### config.mk
export PLATFORM = sky130hd
export DESIGN_NAME = scsb_cell
export DESIGN_NICKNAME = d
export VERILOG_FILES = /design/src/rtl/scsb_pkg.sv /design/src/rtl/scsb_cell.sv
export SDC_FILE = /design/constraint.sdc
export NUM_CORES = 1
export LEC_CHECK = 0
export CAP_MARGIN = 15
export CORE_UTILIZATION = 30
export DETAILED_ROUTE_END_ITERATION = 8
export DONT_BUFFER_PORTS = 1
export GPL_ROUTABILITY_DRIVEN = 0
export PLACE_DENSITY = 0.56
export SLEW_MARGIN = 20
export SYNTH_ARGS = -nofsm -noshare
export SYNTH_HDL_FRONTEND = slang
export SYNTH_SLANG_ARGS = --single-unit
export TNS_END_PERCENT = 30
### constraint.sdc
create_clock -name clock -period 7.3 [get_ports clock]
set_clock_uncertainty 0.15 [all_clocks]
set_input_delay 1.825 -clock clock [delete_from_list [all_inputs] [get_ports clock]]
set_output_delay 1.825 -clock clock [all_outputs]
set_load 0.02 [all_outputs]
### src/rtl/scsb_pkg.sv
// ----------------------------------------------------------------------------
// Sorted color signature buffer package
// Shared constants, codes, control structs and the order merge function.
// ----------------------------------------------------------------------------
package scsb_pkg;

   localparam int DEPTH_DEF      = 64;
   localparam int COLOR_BITS_DEF = 16;
   localparam int COLOR_W        = 16;
   localparam int COUNT_W        = 7;

   // Action codes of an input beat.
   localparam logic ACT_INSERT = 1'b0;
   localparam logic ACT_END    = 1'b1;

   // Order codes, two's complement: -1 less, 0 equal, +1 greater.
   localparam logic [1:0] ORD_EQ = 2'b00;
   localparam logic [1:0] ORD_GT = 2'b01;
   localparam logic [1:0] ORD_LT = 2'b11;

   typedef enum logic {
      STATE_IDLE,
      STATE_REDUCE
   } state_type;

   typedef struct packed {
      logic insert;
      logic swap;
   } cell_ctl_type;

   typedef struct packed {
      logic [1:0]         order;
      logic               unchanged;
      logic               overflow;
      logic [COUNT_W-1:0] count;
   } result_type;

   // The earlier position decides unless it found its pair equal.
   function automatic logic [1:0] ord_merge(logic [1:0] first, logic [1:0] second);
      return (first != ORD_EQ) ? first : second;
   endfunction

endpackage

### src/rtl/scsb_cell.sv
// ----------------------------------------------------------------------------
// Sorted color signature buffer cell
// One list position: current and previous color, insert shift and verdict.
// ----------------------------------------------------------------------------
module scsb_cell #(
   parameter int IDX        = 0,
   parameter int CNT_W      = 7,
   parameter int COLOR_BITS = 16
) (
   input  logic                   clock,
   input  scsb_pkg::cell_ctl_type ctl,
   input  logic [COLOR_BITS-1:0]  color,
   input  logic [COLOR_BITS-1:0]  left_color,
   input  logic                   left_greater,
   input  logic [CNT_W-1:0]       cur_count,
   input  logic [CNT_W-1:0]       prev_count,
   output logic [COLOR_BITS-1:0]  cur_color,
   output logic                   greater,
   output logic [1:0]             verdict
);
   import scsb_pkg::*;

   localparam logic [CNT_W-1:0] MY_IDX = CNT_W'(IDX);

   logic [COLOR_BITS-1:0] cur_ff, cur_in;
   logic [COLOR_BITS-1:0] prev_ff;
   logic                  in_range;

   assign cur_color = cur_ff;
   assign greater   = (MY_IDX < cur_count) && (cur_ff > color);
   assign in_range  = (MY_IDX < cur_count) && (MY_IDX < prev_count);

   // The new color lands in the first cell holding a larger entry, or at the
   // tail; every larger entry moves one cell to the right, the last one into
   // the tail cell.
   always_comb begin
      cur_in = cur_ff;
      if (ctl.insert) begin
         if (greater) begin
            cur_in = left_greater ? left_color : color;
         end else if (MY_IDX == cur_count) begin
            cur_in = left_greater ? left_color : color;
         end
      end
   end

   always_comb begin
      if (!in_range) begin
         verdict = ORD_EQ;
      end else if (cur_ff < prev_ff) begin
         verdict = ORD_LT;
      end else if (cur_ff > prev_ff) begin
         verdict = ORD_GT;
      end else begin
         verdict = ORD_EQ;
      end
   end

   always_ff @(posedge clock) begin
      cur_ff <= cur_in;
      if (ctl.swap) begin
         prev_ff <= cur_ff;
      end
   end

endmodule

---- Yosys cells after proc, flatten, opt, wreduce, memory -nomap -nowiden ----
Index checks and enable logic that the tools add are counted.
word-level totals
  flip-flop bits (word level) ............. 32
  input bits .............................. 50
  output and inout port bits .............. 19
  word-level logic and storage cells ...... 18
cells by class
  magnitude comparators ................... 5
  multiplexer cells ....................... 6
  reductions and logical operators ........ 5
operators by type and width
  cell                                                                  count
  16-bit 2-to-1 mux                                                     3
  16-bit > comparator                                                   2
  16-bit < comparator                                                   1
  1-bit by 7-bit < comparator with 1-bit output (first input constant)  2
  7-bit logical NOT                                                     1
  2-bit 2-to-1 mux                                                      2
  1-bit logical AND                                                     2
  2-bit AND reduction                                                   1
  2-bit nonzero test                                                    1
  1-bit 2-to-1 mux                                                      1

---- Depth between registers and ports, before layout ----
  depth in word-level cells ............... 4
  mapped depth ............................ 7
  mapped depth without buffers ............ 7

---- Worst setup path before layout ----
No wires, ideal clock.
  path kind ............................... input to output
  start ................................... in color[14]
  end ..................................... out greater
  data arrival time ....................... 3308 ps
  data required time ...................... 5325 ps
  setup slack ............................. 2017 ps
  stages .................................. 7
  path buffers ............................ 0
  path through ............................ inv_1 ha_1 nand4_2 nor4_1 a21boi_0 nor4_1 nor2_1
between the ends
  cells in the longest elaborated chain, start to end .. 2
ends and longest elaborated chain
  what                 RTL line         text
  start: declaration   scsb_cell.sv:12  input logic [COLOR_BITS-1:0] color,
  16-bit > comparator  scsb_cell.sv:30  assign greater = (MY_IDX < cur_count) && (cur_ff > color);
  1-bit logical AND    scsb_cell.sv:30
  end: declaration     scsb_cell.sv:18  output logic greater,
Every way passes these cells.

---- Worst setup path after layout ----
Ends and elaborated chain as after synthesis.

==> out/qor.csv <==
stage,metric,value,unit
power,powerDensity,196,nW/um2
floorplanning,io_pins,69,
setup_path,crit_fanout,4,
yosys,synthesis.nets,275,
setup_path,crit_required,5330,ps
floorplanning,core-area,6390,um2
yosys,yosysTopAreaCell,edfxtp_1,
floorplanning,fp.dieW,83.5,um
yosys,syn_area,1990,um2
sta,finalSetupViolCount,0,
floorplanning,die_area,6970,um2
cells_and_area,regArea,961,um2
cells_and_area,final_cell_mix,"inv_1, ha_1, edfxtp_1, nand2_1, o21ai_0",
power,p_leak,0.000952,uW
cells_and_area,fin_nets,279,
detailed_routing,drtIter0Drc,41,
cts,ctsHoldBuffers,0,
sta,slew_headroom,40.5,%
sta,fin_ws,1810,ps
cells_and_area,drive_above_1_share,5.56,%
detailed_routing,via_per_inst,4.99,
yosys,synthSimpleGateAreaFrac,12.1,%
yosys,synth_compound_area_share,11.9,%
placement,hpwl,3340,um
cts,cts_resized,0,
cells_and_area,finish.instance_area,2160,um2
yosys,synth_cell_types,29,
power,peakVddDrop,0.0798,mV
yosys,yosysWarningCount,0,
setup_path,critPathArrivalTime,3510,ps
cts,h-tree-depth,2,
placement,place_ws,1800,ps
setup_path,crit_chain,"inv_1, ha_1, nand4_2, nor4_1, a21boi_0, nor4_1, nor2_1",
grt,grt_max_degree,32,
sta,rsz0062_at_grt,false,
yosys,ys_seq_area_share,48.3,%
cts,cts_buffers,5,
setup_path,slowest_delay,470,ps
floorplanning,initial_core_util,31.2,%
detailed_routing,drc,0,
yosys,synthDominantCellAreaShare,48.3,%
power,pwr-share-seq,55.5,%
yosys,syn_avg_cell_area,10.3,um2
cells_and_area,final_common_cell,inv_1,
setup_path,crit_top_cell,nor4_1,
yosys,muxShareOfSynthArea,0.566,%
detailed_routing,via_count,1372,
setup_path,slowest_stage,nor4_1,
sta,tightest_slew,893,ps
detailed_routing,wl_per_cell,15.4,um
placement,numPortBuffers,0,
sta,period_needed,5490,ps
floorplanning,rows,29,
cts,cts_sinks,32,
sta,finalSetupTns,0,ps
cts,clock-root-buffer,clkbuf_8,
setup_path,crit_buf_inv,1,
yosys,synth_top_family_by_area,adder cells,
yosys,ys_seq_elements,32,
grt,grt_overflow,0,
setup_path,crit_path_end_kind,output pin,
cts,path_clk_slew,60,ps
cts,cts_buffer_depth,2,
yosys,syn_inst,193,
grt,grt_use_total,12.9,%
power,switchingPower,117,uW
status,status,"complete, no violations",
sta,hold_viol,0,
cells_and_area,area_growth,8.42,%
grt,grt_pass1_vias,1360,
power,p_total,424,uW
detailed_routing,wl,4240,um
cells_and_area,multi_input_area,891,um2
power,swShare,27.5,%
setup_path,path_delay_family,simple AND/OR/NAND/NOR gates,
job,drv_cap,0,
power,combinationalPowerShare,14.0,%
power,p_clk_share,30.5,%
grt,antenna_found_initial,0,
yosys,ys_top_cells_by_area,"edfxtp_1, ha_1, inv_1, nand2_1, o21ai_0",
grt,grt_pass1_wl,6820,um
sta,max_freq,0.182,GHz
cts,cts_tree,done,
sta,slew_violations,0,
detailed_routing,first_pass_iters,4,
cells_and_area,final_core_util,33.8,%
yosys,synth_fa_ha_area_share,20.1,%
placement,dpl_cell_area,2080,um2
yosys,synthXorXnorAreaFrac,0,%
cells_and_area,insertedDiodeCount,0,
hold_path,hold_path_class,reg -> reg,
cts,clk_latency,280,ps
power,internal_power,307,uW
sta,post-route-period-util,75.2,%
cts,cts_setup_buffers,0,
setup_path,cp-start-kind,input pin,
setup_path,critical_path_class,in -> out,
floorplanning,die_height,83.5,um
cells_and_area,fillCellCount,660,
detailed_routing,drtAntennaViolNets,0,
## final cells by class
cell class / count / share of cell area [%]
tap: 77 / 4.46
clock inverter: 3 / 0.638
sequential: 32 / 44.5
multi-input combinational: 124 / 41.3
inverter: 34 / 5.91
clock buffer: 5 / 3.19
## cell families after synthesis
kind of cell | count (synthesis)
flops | 32
buf+inv | 37
mux | 1
simple gates | 50
fa+ha+maj | 32
compound gates | 41
## cell usage after synthesis, drive strengths merged
library cell and count:
inv 34, edfxtp 32, ha 32, nand2 27, o21ai 20, a21oi 13
nor2 5, clkbuf 3, nand3 3, nor3 3, nor4 3, and4 2
nand4 2, a21boi 1, a21o 1, a221o 1, a31oi 1, mux2 1
nor2b 1, nor3b 1, o211ai 1, o221a 1, o311a 1, o41ai 1
or3 1, or3b 1, or4 1
## through the flow
step,instances,hold WS [ps]
6_report,275,503
5_1_grt,275,523
4_1_cts,275,508
3_5_place_dp,267,493
3_3_place_gp,267,488
2_1_floorplan,193,460
## power by group through the flow
| stage | sequential, uW | combinational (uW) | clock [uW] |
|---|---|---|---|
| after floorplan | 235 | 48.2 | 0 |
| after global placement | 239 | 58.8 | 0 |
| after detailed placement | 239 | 60.3 | 0 |
| after CTS | 235 | 60.7 | 135 |
| after global routing | 237 | 71.0 | 141 |
| final | 235 | 59.3 | 129 |
## layer usage
metal  vias up  GRT usage [%]  wire length, um
met4         0           3.70               53
met3         5           3.86              241
met1       631           16.7             1970
li1        696              -                -
met2        40           20.9             1970
met5         -              0                0
## sequential cells by signal, indices dropped and copies added, names as in the netlist
register   cells
cur_color     16
prev_ff       16
## worst paths after layout
| check | from | endpoint | slack [ps] | cells after the start |
|---|---|---|---|---|
| min | cur_color[0] | prev_ff[0] | 500 | 0 |
| max | color[14] | greater | 1810 | 7 |
| max reg2reg | cur_color[14] | cur_color[13] | 4110 | 5 |
| min reg2reg | cur_color[0] | prev_ff[0] | 500 | 0 |
Note: power is estimated with default switching activity, not from simulation.
