==> config.mk <==
export PLATFORM = sky130hd
export DESIGN_NAME = scsb_reduce
export DESIGN_NICKNAME = d
export VERILOG_FILES = /design/src/rtl/scsb_pkg.sv /design/src/rtl/scsb_reduce.sv
export SDC_FILE = /design/constraint.sdc
export NUM_CORES = 1
export LEC_CHECK = 0
export ABC_AREA = 1
export BUFFER_PORTS_ARGS = -buffer_cell sky130_fd_sc_hd__buf_2
export CORE_AREA = 5 5 113 115
export DETAILED_ROUTE_END_ITERATION = 10
export DIE_AREA = 0 0 118 120
export GPL_ROUTABILITY_DRIVEN = 0
export PLACE_DENSITY = 0.75
export SYNTH_ARGS = -nofsm -noshare
export SYNTH_HDL_FRONTEND = slang
export SYNTH_SLANG_ARGS = --single-unit
export TNS_END_PERCENT = 100
==> constraint.sdc <==
create_clock -name clock -period 2.8 [get_ports clock]
set_clock_uncertainty 0.05 [all_clocks]
set_input_delay 0 -clock clock [delete_from_list [all_inputs] [get_ports clock]]
set_output_delay 0 -clock clock [all_outputs]
set_load 0.02 [all_outputs]
==> src/rtl/scsb_pkg.sv <==
// ----------------------------------------------------------------------------
// Sorted color signature buffer package
// Shared constants, codes, control structs and the order merge function.
// ----------------------------------------------------------------------------
package scsb_pkg;

   localparam int DEPTH_DEF      = 64;
   localparam int COLOR_BITS_DEF = 16;
   localparam int COLOR_W        = 16;
   localparam int COUNT_W        = 7;

   // Action codes of an input beat.
   localparam logic ACT_INSERT = 1'b0;
   localparam logic ACT_END    = 1'b1;

   // Order codes, two's complement: -1 less, 0 equal, +1 greater.
   localparam logic [1:0] ORD_EQ = 2'b00;
   localparam logic [1:0] ORD_GT = 2'b01;
   localparam logic [1:0] ORD_LT = 2'b11;

   typedef enum logic {
      STATE_IDLE,
      STATE_REDUCE
   } state_type;

   typedef struct packed {
      logic insert;
      logic swap;
   } cell_ctl_type;

   typedef struct packed {
      logic [1:0]         order;
      logic               unchanged;
      logic               overflow;
      logic [COUNT_W-1:0] count;
   } result_type;

   // The earlier position decides unless it found its pair equal.
   function automatic logic [1:0] ord_merge(logic [1:0] first, logic [1:0] second);
      return (first != ORD_EQ) ? first : second;
   endfunction

endpackage

==> src/rtl/scsb_reduce.sv <==
// ----------------------------------------------------------------------------
// Sorted color signature buffer verdict reduction
// Folds the per-cell verdicts pairwise, one tree level per cycle.
// ----------------------------------------------------------------------------
module scsb_reduce #(
   parameter int DEPTH = 64
) (
   input  logic       clock,
   input  logic       reset,
   input  logic       load,
   input  logic [1:0] verdict_in [DEPTH],
   output logic       done,
   output logic [1:0] verdict_out
);
   import scsb_pkg::*;

   localparam int LEVELS = $clog2(DEPTH);
   localparam int P      = 1 << LEVELS;
   localparam int LVL_W  = (LEVELS > 0) ? $clog2(LEVELS + 1) : 1;

   logic [1:0]       v_ff [P];
   logic [1:0]       v_in [P];
   logic             busy_ff, busy_in;
   logic [LVL_W-1:0] lvl_ff, lvl_in;
   logic             last;

   assign last        = (lvl_ff == LVL_W'(LEVELS));
   assign done        = busy_ff && last;
   assign verdict_out = v_ff[0];

   always_comb begin
      v_in    = v_ff;
      busy_in = busy_ff;
      lvl_in  = lvl_ff;
      if (load) begin
         for (int j = 0; j < DEPTH; j++) begin
            v_in[j] = verdict_in[j];
         end
         for (int j = DEPTH; j < P; j++) begin
            v_in[j] = ORD_EQ;
         end
         busy_in = 1'b1;
         lvl_in  = '0;
      end else if (busy_ff) begin
         if (last) begin
            busy_in = 1'b0;
         end else begin
            for (int j = 0; j < P / 2; j++) begin
               v_in[j] = ord_merge(v_ff[2*j], v_ff[2*j+1]);
            end
            lvl_in = lvl_ff + LVL_W'(1);
         end
      end
   end

   always_ff @(posedge clock) begin
      v_ff <= v_in;
      if (reset) begin
         busy_ff <= 1'b0;
         lvl_ff  <= '0;
      end else begin
         busy_ff <= busy_in;
         lvl_ff  <= lvl_in;
      end
   end

endmodule
After elaboration in Yosys (flattened, before gate mapping):

Cells that the tools add are included.

* bitwise gates (word level): 1
* add/subtract/negate cells: 1
* eq/ne operators: 3
* reduce and logical (&&, ||, !) cells: 38
* multiplexer cells: 38

Operators with widths (count)
* 64-bit 2-to-1 mux: 3
* 2-bit nonzero test: 33
* 2-bit 2-to-1 mux: 32
* 2-bit != test (second input constant): 2
* 2-bit AND reduction: 2
* 3-bit by 1-bit adder with 3-bit output (second input constant): 1
* 3-bit == test (second input constant): 1
* 1-bit 2-to-1 mux: 3
* 3-bit AND reduction: 1
* 2-bit OR reduction: 1
* 1-bit logical AND: 1
* 1-bit NOT: 1

* register bits: 132
* logic and storage cells: 147
* input port bits: 131
* output and inout bits: 3

Logic depth before layout (Yosys ltp):

* depth in word-level cells: 5
* depth in mapped cells: 6
* mapped depth without buffers: 6

Worst setup path after synthesis:

Ideal clock, no wire load.

* kind: register to register
* start: reg lvl_ff[0]
* end: reg v_ff[100] (netlist bit) (enable)
* data arrival time: 2.161 ns
* data required time: 2.329 ns
* stages on the path, launching flop included: 6
* buffers on the path: 0
* period minus slack after synthesis: 2.633 ns
* library setup time: 0.421 ns
* path slack: 0.167 ns
* path through: dfxtp_1 -> inv_1 -> ha_1 -> nand2_1 -> nand2_1 -> nand2_1

* longest elaborated chain between the ends: 3

RTL lines
* start: declaration: line scsb_reduce.sv:24 `logic [LVL_W-1:0] lvl_ff, lvl_in;`
* start signal: assignment: line scsb_reduce.sv:63 `lvl_ff <= lvl_in;`
* 3-bit == test: line scsb_reduce.sv:27 `assign last = (lvl_ff == LVL_W'(LEVELS));`
* 2-bit != test (no source line)
* 2-bit AND reduction (no source line)
* end signal: assignment: line scsb_reduce.sv:57 `v_ff <= v_in;`
* end: declaration: line scsb_reduce.sv:21 `logic [1:0] v_ff [P];`

Every way passes these cells.
A chain may end at the register's enable or synchronous reset.

Final worst setup path:

* start: reg lvl_ff[0]
* end: reg v_ff[82] (netlist bit) (enable)

The elaborated chain is that of the path after synthesis.

==> flow_summary.toml <==
[status]
status = "finished clean"

[timing]
rsz0062_at_grt = "no"
max_clock_freq_mhz = 544.8
tns_ps = 0
hold_viol_final = 0
post-route-period-util_pct = 65.55
slew_headroom_pct = 42.89
setup_viol = 0
fin_crit_ps = 1835
drv_slew = 0
tightest_slew_ps = 856.7

[clocking]
clock-sinks = 132
postCtsHoldBufs = 129
cts_made_buffers = 17
post_cts_resized = 0
clockBufferDepth = 2
cts_tree = "done"
clk-insertion-delay-late_ps = 400
htreeDepth = 4
post_cts_buffers = 0
clkSlewWorstSetupHoldPaths_ps = 50
root_buffer = "clkbuf_16"

[setup_path]
path_class = "reg2reg"
cp-start-kind = "flop"
critPathCaptureType = "flop"
worstPathRequired_ps = 2800
slowest_delay_ps = 400
path_cells = "inv_1 > ha_1 > nand2_1 > nand2_1 > nand2_2 > buf_4"
path_common_cell = "nand2_1"
crit_fanout = 34
critPathArrivalTime_ps = 1830
cp_slowest_cell = "buf_4"

[die]
die_y_um = 120
ioPinCount = 134
start_util_pct = 46.40
core-area_um2 = 11710
die_x_um = 118
die_area_um2 = 14160
rows = 40

[power_and_ir_drop]
power_uw = 4860
p_leak_uw = 0.003399
vdd_drop_max_v = 0.0003308
powerDensity_nw_per_um2 = 609.7

[layout]
syn_to_final_growth_pct = 46.70
drive_above_1_share_pct = 24.40
finish.net_count = 835
nFillCells = 817
stdcell_area_um2 = 7971

[grt]
track_usage_pct = 19.91
grt.overflow.total = 0
grt_pass1_wl_mm = 21.80
grt_max_degree = 68
grt_pass1_vias = 4438
antenna_found_initial = 3

[yosys]
synth_edf_count = 128
yosys_register_bits = 132
synthCells = 431
yosysMostFrequentCell = "edfxtp_1"
synth-warning-count = 0
yosys.area.top_type = "edfxtp_1"
synth_top_area_share_pct = 70.73
syn_nets = 564
yosys-top-cells-area = "edfxtp_1 71%, a31oi_1 6.0%, nand2_1 5.2%, nor2_1 4.7%, inv_1 4.6%"
postSynth.asyncResetShare_pct = 0
synthTopCellsByCount = "128 x edfxtp_1, 76 x nand2_1, 68 x nor2_1"
synth_area_per_cell_um2 = 12.61
ys_types = 17
netlist_area_um2 = 5434
synthFlopType = "edfxtp_1"
ys_seq_area_share_pct = 72.21

[drt]
wl_met3_um = 615
drtPass1Iterations = 4
drc = 0
initialDrtViolationCount = 205
met2_length_mm = 7.449
wl_met1_mm = 4.940
vias = 4111
final_antenna_net_count = 0
top_layer = "met4"
post_drt_wl_per_cell_um = 15.61
finalWirelength_mm = 13.47
vias_per_cell = 4.764

[placed_design]
post_dp_cell_area_um2 = 6167
port_buffers = 133
hpwl_mm = 7.328

[hold_path]
min_path_type = "in2reg"

[run]
drv_cap = 0
==> worst max-delay path: cells and delay by family (launching register included) <==
family                   cells  cell delay (ps)
buffers and inverters        2              470
AND/OR/NAND/NOR              3              390
flip-flops                   1              370
adder cells (fa/ha/maj)      1              190
==> metrics by stage <==
| stage | hold slack, ps | worst slack, ps | utilization (%) | instances |
|---|---|---|---|---|
| 3_3_place_gp | 127.1 | 1065 | 52.66 | 701 |
| 4_1_cts | 93.80 | 967.6 | 68.00 | 860 |
| 2_1_floorplan | 19.07 | 167.4 | - | 431 |
| 3_5_place_dp | 128.1 | 981.2 | 52.66 | 701 |
| 5_1_grt | 152.2 | 810.2 | 68.07 | 863 |
| 6_report | 102.1 | 964.6 | 68.07 | 863 |
==> cell usage in the layout (no fill, tap or decap) <==
cell type,netlist,final
dfxtp_1,4,4
nor2_1,68,68
ha_1,2,2
inv_4,0,1
bufinv_16,0,1
a31oi_1,52,52
inv_1,66,66
dlygate4sd3_1,0,129
nand2_2,0,1
nand3_1,2,2
edfxtp_1,128,128
a31oi_4,4,4
a31oi_2,6,6
clkinv_2,0,4
clkbuf_16,0,17
o21ai_0,2,2
a21oi_1,3,3
nand2_1,76,75
or2_2,1,1
buf_4,2,6
clkinv_1,0,4
clkbuf_1,0,4
buf_2,1,133
diode_2,0,3
==> cell type report <==
| type | count | area (um2) | share of cell area [%] |
|---|---|---|---|
| diodes | 3 | 7.507 | 0.09418 |
| repair buffers | 268 | 2002 | 25.11 |
| clock buffers | 21 | 440.4 | 5.525 |
| inverters | 67 | 254.0 | 3.186 |
| well taps | 147 | 183.9 | 2.307 |
| flip-flops and latches | 132 | 3924 | 49.22 |
| multi-input cells | 216 | 1095 | 13.73 |
| clock inverters | 9 | 65.06 | 0.8162 |
==> metal layers <==
metal / track usage [%] / vias to the layer above
met1: 20.39 / 1891
met5: 0 / -
li1: - / 2034
met4: 10.04 / 0
met3: 5.655 / 39
met2: 36.85 / 147
==> sequential cells by signal (all words and copies together) (netlist names) <==
name / count
verdict_out: 2
v_ff: 126
busy_ff: 1
lvl_ff: 3
==> cells by family after synthesis <==
| group | after synthesis | share of synthesized area (%) |
|---|---|---|
| AOI/OAI and AO/OA | 67 | 9.394 |
| DFF | 132 | 72.21 |
| adders and majority gates | 2 | 0.4604 |
| buffers and inverters | 83 | 7.690 |
| and+or+nand+nor | 147 | 10.25 |
==> path summary, 6_finish.rpt <==
kind,from,to,slack [ps],cells past startpoint
max,lvl_ff[0]$_SDFFE_PP0P_,v_ff[82]$_DFFE_PP_,960,6
min,load,busy_ff$_SDFF_PP0_,100,3
max reg2reg,lvl_ff[0]$_SDFFE_PP0P_,v_ff[82]$_DFFE_PP_,960,6
min reg2reg,v_ff[125]$_DFFE_PP_,verdict_out[1]$_DFFE_PP_,480,2
==> power by group <==
| part | internal (uW) | total (uW) | leakage (uW) | switching [uW] |
|---|---|---|---|---|
| logic | 270 | 527 | 0.00187 | 256 |
| clock network | 1190 | 1910 | 0.000250 | 724 |
| registers | 2370 | 2420 | 0.00128 | 49.4 |
Power figures use the tool's default switching activity.
